**src/design/swmm_pkg.sv**
```systemverilog
// Shared types and constants for the sliding window min/max block.
`default_nettype none

package swmm_pkg;

  localparam int SAMPLE_W           = 32;
  localparam int CFG_W              = 7;
  localparam int WINDOW_MAX_DEFAULT = 64;
  localparam int WINDOW_RESET       = 1;

  localparam logic signed [SAMPLE_W-1:0] SAMPLE_MAX = {1'b0, {(SAMPLE_W-1){1'b1}}};
  localparam logic signed [SAMPLE_W-1:0] SAMPLE_MIN = {1'b1, {(SAMPLE_W-1){1'b0}}};

  // running extremes handed from cell to cell
  typedef struct packed {
    logic                       valid;
    logic signed [SAMPLE_W-1:0] lo;
    logic signed [SAMPLE_W-1:0] hi;
  } tok_t;

endpackage

`default_nettype wire

```
**src/design/swmm_cell.sv**
```systemverilog
// One cell of the chain: holds one history sample and folds it into the passing token.
`default_nettype none

module swmm_cell
  import swmm_pkg::*;
(
  input  wire logic                       clk,
  input  wire logic                       rst,
  input  wire logic                       shift_en,
  input  wire logic                       active,
  input  wire logic signed [SAMPLE_W-1:0] sample_in,
  input  wire tok_t                       tok_in,
  output logic signed [SAMPLE_W-1:0]      sample_out,
  output tok_t                            tok_out
);

  logic signed [SAMPLE_W-1:0] held;
  logic                       tok_valid;
  logic signed [SAMPLE_W-1:0] tok_lo;
  logic signed [SAMPLE_W-1:0] tok_hi;
  logic signed [SAMPLE_W-1:0] lo_next;
  logic signed [SAMPLE_W-1:0] hi_next;

  always_comb begin
    lo_next = tok_in.lo;
    hi_next = tok_in.hi;
    if (active) begin
      if (held < tok_in.lo) lo_next = held;
      if (held > tok_in.hi) hi_next = held;
    end
  end

  always_ff @(posedge clk) begin
    if (shift_en) held <= sample_in;
    tok_lo <= lo_next;
    tok_hi <= hi_next;
  end

  always_ff @(posedge clk) begin
    if (rst) begin
      tok_valid <= 1'b0;
    end else begin
      tok_valid <= tok_in.valid;
    end
  end

  assign sample_out    = held;
  assign tok_out.valid = tok_valid;
  assign tok_out.lo    = tok_lo;
  assign tok_out.hi    = tok_hi;

endmodule

`default_nettype wire

```
**config.mk**
```make
export PLATFORM = sky130hd
export DESIGN_NAME = swmm_cell
export DESIGN_NICKNAME = d
export VERILOG_FILES = /design/src/design/swmm_pkg.sv /design/src/design/swmm_cell.sv
export SDC_FILE = /design/constraint.sdc
export NUM_CORES = 1
export LEC_CHECK = 0
export BUFFER_PORTS_ARGS = -buffer_cell sky130_fd_sc_hd__buf_2
export CAP_MARGIN = 0
export CORE_MARGIN = 3
export CORE_UTILIZATION = 44
export CTS_CLUSTER_SIZE = 12
export DETAILED_ROUTE_END_ITERATION = 7
export PLACE_DENSITY = 0.77
export SYNTH_ARGS = -nofsm -noshare
export SYNTH_HDL_FRONTEND = slang
export SYNTH_SLANG_ARGS = --single-unit
```
**constraint.sdc**
```tcl
create_clock -name clk -period 2.7 [get_ports clk]
set_clock_uncertainty 0.15 [all_clocks]
set_input_delay 0.135 -clock clk [delete_from_list [all_inputs] [get_ports clk]]
set_output_delay 0.135 -clock clk [all_outputs]
set_load 0.03 [all_outputs]
```
==> impl_metrics.toml, run 1 <==
[status]
status = "finished, violations left"
violations = "setup timing"

[setup_path]
slowest_stage = "or4_4"
r2r_start = "sample_out[14]"
crit_family = "simple AND/OR/NAND/NOR gates"
rr_endpoint = "tok_hi[8]"
rr_worst_depth = 11
worstPathRequired_ns = 2.83
path_class = "reg -> reg"
end_kind = "register"
critical_path_buf_inv_count = 4
path_cells = "buf_4 > ha_4 > nand4_1 > buf_4 > a211oi_2 > or4_4 > a211o_1 > o2111a_2 > buf_12 > buf_12 > mux2i_2"
worstSetupStartpoint = "sample_out[14]"
start_kind = "register"
arrival_ns = 3.04
worst-r2r-setup-slack_ns = -0.22
cp_max_fo = 9
slowest_delay_ns = 0.54

[routing]
routed_wl_um = 17620
first_pass_iters = 4
route.vias.total = 4985
wl_per_cell_um = 18.67
ant_nets = 0
drc_errors = 0
via_per_inst = 5.281
first_iter_violations = 372

[pwr]
finalPower_mw = 4.269
power.leakage_nw = 3.883
pwr_density_cell_mw_per_mm2 = 547.9
vdd_drop_max_uv = 316.3

[placement]
io_buffer_count = 197
gp_congestion = 0.8598
hpwl_um = 10910
post_dp_cell_area_mm2 = 0.006201

[cts]
htreeDepth = 3
clkTransAtPathRegs_ns = 0.10
root_buffer = "clkbuf_8"
cts_tree = "built"
insertion_delay_ns = 0.36
cts-buffers-inserted = 9
clock-sinks = 97
max-clock-path-buffers = 2

[yosys]
avgSynthCellArea_um2 = 10.48
yosys_warnings = 0
ys_seq_area_frac = 0.4584
synth_area_leaders = "dfxtp_1, edfxtp_1, ha_1, inv_1, mux2i_1"
syn_nets = 635
synth.distinct_cells = 39
syn_inst = 471
yosys.area.top_type_share = 0.2637
ys_ff_latch = 97
synth.largest_area_cell = "dfxtp_1"
synth_area_mm2 = 0.004935

[global_route]
grt_max_degree = 33
antenna_found_initial = 0
grt-ovfl-total = 0
gr-usage-all-layers = 0.2544
grt_first_pass_wirelength_um = 25350
grt_pass1_vias = 5134

[flow_run]
maxCapViolCount = 0

[final_layout]
num_antenna_cells = 0
fillers = 719
seq_area_mm2 = 0.002262
syn_to_final_growth_pct = 57.89
nNetsFinal = 963
final_cell_mix = "buf_2, dlygate4sd3_1, inv_1"
drive_above_1_share = 0.3582
stdcell_area_mm2 = 0.007791
layout_commonest_cell = "buf_2"
multiInputGateArea_mm2 = 0.002395

[hold_path]
min_delay_path_depth = 3
hold_class = "in -> reg"
min_from = "active"
hold_end = "tok_lo[19]"

[sta]
worst_slew_pin_slew_ns = 0.8713
setup_viol_count_final = 64
timing.final.crit_share = 1.080
hold_viol_final = 0
maxSlewHeadroom = 0.4192
drv_slew = 0
finalWorstPathRequiredPeriod_ns = 2.916
setup_ws_ns = -0.2161
rsz0062_at_grt = "true"
max_freq_ghz = 0.3429

[floorplanning]
die_area_mm2 = 0.01252
core_area_mm2 = 0.01089
io_pins = 198
die_y_um = 111.9
rows = 38
start_util = 0.4532
fp.dieW_um = 111.9
## registers in the layout (all words and copies together), names as in the netlist
signal,count
sample_out,32
tok_hi,32
tok_lo,32
tok_valid,1
## kinds of logic (layout without fill, tap and decap cells)
| kind of cell | after synthesis | after routing | share of synthesized area |
|---|---|---|---|
| XOR/XNOR | 1 | 1 | 0.001775 |
| flip-flops | 97 | 97 | 0.4584 |
| multiplexers | 32 | 32 | 0.06592 |
| AO/OA/AOI/OAI | 87 | 87 | 0.1164 |
| AND/OR/NAND/NOR | 77 | 77 | 0.09888 |
| buffers and inverters | 114 | 447 | 0.09888 |
| adder cells (fa/ha/maj) | 63 | 63 | 0.1597 |
## power breakdown
group,internal [mW],total [mW],leakage [nW],switching [mW]
clock network,0.381,0.906,0.0911,0.524
logic,0.650,1.59,2.93,0.939
registers,1.69,1.77,0.861,0.0820
## final cells by class
| cell class | count | share of cell area |
|---|---|---|
| Clock buffer | 11 | 0.01943 |
| Clock inverter | 5 | 0.003854 |
| Inverter | 97 | 0.04673 |
| Multi-Input combinational cell | 260 | 0.3074 |
| Sequential cell | 97 | 0.2903 |
| Tap cell | 140 | 0.02248 |
| Timing Repair Buffer | 334 | 0.3098 |
## layer usage
layer / part of all wire / track usage / up-vias / routed length [um]
li1: - / - / 2314 / -
met1: 0.38 / 0.2896 / 2358 / 6700
met2: 0.51 / 0.4604 / 260 / 9004
met3: 0.068 / 0.04783 / 53 / 1203
met4: 0.040 / 0.1144 / 0 / 711
met5: 0 / 0 / - / 0
## metrics by stage
stage	instances	worst slack [ns]	setup TNS, ns	hold WS [ns]	utilization
after global routing	944	-0.2767	-11.92	0.2025	0.7156
after floorplan	471	-0.07961	-1.220	0.05661	-
after detailed placement	814	-0.1865	-2.105	0.1449	0.5695
after CTS	934	-0.07046	-0.9370	-0.1013	0.6877
after global placement	814	-0.1529	-2.466	0.1476	0.5695
final	944	-0.2161	-7.919	0.1904	0.7156
## worst max-delay path by stage
stage	end	slack [ns]	depth (start not counted)
floorplan	tok_hi[0]	-0.08	9
global placement	tok_hi[24]	-0.15	9
detailed placement	tok_hi[26]	-0.19	9
CTS	tok_hi[22]	-0.07	10
global route	tok_hi[14]	-0.28	11
finish	tok_hi[8]	-0.22	11
## worst reg2reg max path: cells and delay by family (launching register included)
kind | cells | cell delay, ns
compound gates | 3 | 0.53
buf+inv | 4 | 0.63
simple gates | 2 | 0.70
flops | 1 | 0.40
fa+ha+maj | 1 | 0.21
mux | 1 | 0.22
## Yosys cell counts, drive strengths merged
cell	count
a2111o	1
a211o	3
a211oi	2
a21o	5
a21oi	29
a221oi	1
a31oi	1
and2	1
buf	5
clkbuf	12
clkinv	1
dfxtp	65
edfxtp	32
ha	63
inv	96
mux2	1
mux2i	31
nand2	11
nand2b	1
nand3	5
nand3b	33
nand4	14
nor2	3
nor2b	2
nor3	3
nor4	2
o2111a	1
o2111ai	1
o211ai	2
o21ai	9
o31ai	32
or3	1
or4	1
xnor2	1
## timing repair
action / 4_1_cts / 5_1_grt
setup endpoints to repair: 36 / 64
setup buffers: 6 / 7
pin swaps: 1 / 20
gates resized for setup: 11 / 33
hold buffers: 97 / 1
hold endpoints to repair: 97 / 1
cloned: 1 / 4
Note: power is estimated with default switching activity, not from simulation.
==> inputs of run 2 (changes only) <==
GPL_TIMING_DRIVEN = 0   (was not set)
==> run 2 against run 1 <==
  * The flow still finishes with violations (setup timing)
  * Clock-buffer cell count rose by 1
  * Routed wire length fell by 2.6%
  * Combinational power barely moved
  * Power rose by 0.87%
  * Sequential cell count did not move
  * Sequential power barely moved
  * Final area fell by 0.14%
==> impl_metrics.toml, run 2 (synthesis gave the netlist of run 1 again) <==
[routing]
first_pass_iters = 4
first_iter_violations = 265
wl_per_cell_um = 18.12
ant_nets = 0
drc_errors = 0
routed_wl_um = 17160
via_per_inst = 5.233
route.vias.total = 4956

[status]
violations = "setup timing"
status = "finished, violations left"

[final_layout]
layout_commonest_cell = "buf_2"
instances_no_fill = 947
stdcell_area_mm2 = 0.007780
final_cell_mix = "buf_2, dlygate4sd3_1, inv_1"
fillers = 750
fin_util = 0.7145
syn_to_final_growth_pct = 57.66
drive_above_1_share = 0.3362
nNetsFinal = 965

[floorplanning]
core_area_mm2 = 0.01089
rows = 38
io_pins = 198
fp.dieW_um = 111.9
start_util = 0.4532
die_y_um = 111.9
die_area_mm2 = 0.01252

[setup_path]
slowest_stage = "or4_4"
arrival_ns = 3.04
path_class = "reg -> reg"
worstSetupStartpoint = "sample_out[1]"
path_cells = "ha_1 > nor2b_2 > o211ai_1 > a21oi_2 > or4_4 > a211o_1 > o2111a_1 > buf_6 > buf_4 > buf_12 > mux2i_1"
slowest_delay_ns = 0.44
start_kind = "register"
r2r_start = "sample_out[1]"
worstPathRequired_ns = 2.83
cp_max_fo = 8
end_kind = "register"

[global_route]
gr-usage-all-layers = 0.2647
grt_max_degree = 33
grt_first_pass_wirelength_um = 26140
grt_pass1_vias = 5134
antenna_found_initial = 1
grt-ovfl-total = 0

[cts]
clkTransAtPathRegs_ns = 0.09
insertion_delay_ns = 0.37
max-clock-path-buffers = 2
clock-sinks = 97
cts-buffers-inserted = 9
cts_tree = "built"
root_buffer = "clkbuf_8"
htreeDepth = 3

[placement]
io_buffer_count = 197
pre_cts_ws_ns = -0.3702
gp_congestion = 0.8762
hpwl_um = 10630
post_dp_cell_area_mm2 = 0.006105
dp_cells = 808

[sta]
timing.final.crit_share = 1.077
setup-tns-final_ns = -8.643
setup_ws_ns = -0.2082
max_freq_ghz = 0.3439
setup_viol_count_final = 61
hold_ws_ns = 0.03129
maxSlewHeadroom = 0.4104
rsz0062_at_grt = "true"
drv_slew = 0
finalWorstPathRequiredPeriod_ns = 2.908
worst_slew_pin_slew_ns = 0.8844
hold_viol_final = 0

[hold_path]
min_from = "active"
hold_class = "in -> reg"

[pwr]
vdd_drop_max_uv = 323.3
power.leakage_nw = 3.895
pwr_density_cell_mw_per_mm2 = 553.4
finalPower_mw = 4.306

[flow_run]
maxCapViolCount = 0
run 2: cell count changes in the layout (fill, tap and decap cells not counted), moves of 3 or more:
cell and delta:
buf_12 -4, clkbuf_1 +8, a21oi_1 +3, buf_8 +3, buf_4 -7, bufbuf_16 +3, mux2i_2 -4, o21ai_1 -3
mux2i_1 +4
run 2: report_power, final:
part           switching (mW)  internal [mW]  total [mW]  leakage (nW)
combinational           0.922          0.658        1.58          2.94
clock                   0.503          0.449       0.952        0.0978
sequential             0.0811           1.69        1.77         0.861
total                    1.51           2.80        4.31          3.89
run 2: worst paths after layout:
kind	endpoint	slack, ns	cells after the start
min reg2reg	tok_hi[0]	0.42	1
max	tok_hi[5]	-0.21	11
min	tok_lo[1]	0.03	3
max reg2reg	tok_hi[5]	-0.21	11
run 2: metal layers:
layer	vias to the layer above	global-route usage	routed length, um
met5	-	0	0
met1	2339	0.3014	6604
met4	0	0.1103	664
met3	54	0.05870	1166
met2	247	0.4764	8727
li1	2316	-	-
run 2: critical path: cells and delay by family (launching register included):
kind / cells / cell delay [ns]
compound gates: 4 / 0.70
simple gates: 2 / 0.60
flops: 1 / 0.43
buf+inv: 3 / 0.42
fa+ha+maj: 1 / 0.31
mux: 1 / 0.21
run 2: timing repair:
action,in CTS,in global routing
endpoints found under the hold margin,97,0
buffers inserted,16,4
endpoints found under the setup margin,62,64
gates resized for setup,24,16
pin swaps,3,11
hold buffers,98,0
cloned,3,1
run 2: cell type report:
cell class | count | area (um^2) | area share
Tap cell | 140 | 175.2 | 0.02252
Sequential cell | 97 | 2262 | 0.2908
Clock inverter | 4 | 43.79 | 0.005629
Antenna cell | 1 | 2.502 | 0.0003216
Inverter | 97 | 364.1 | 0.04680
Timing Repair Buffer | 319 | 2243 | 0.2884
Buffer | 17 | 187.7 | 0.02412
Clock buffer | 12 | 145.1 | 0.01866
Multi-Input combinational cell | 260 | 2356 | 0.3028
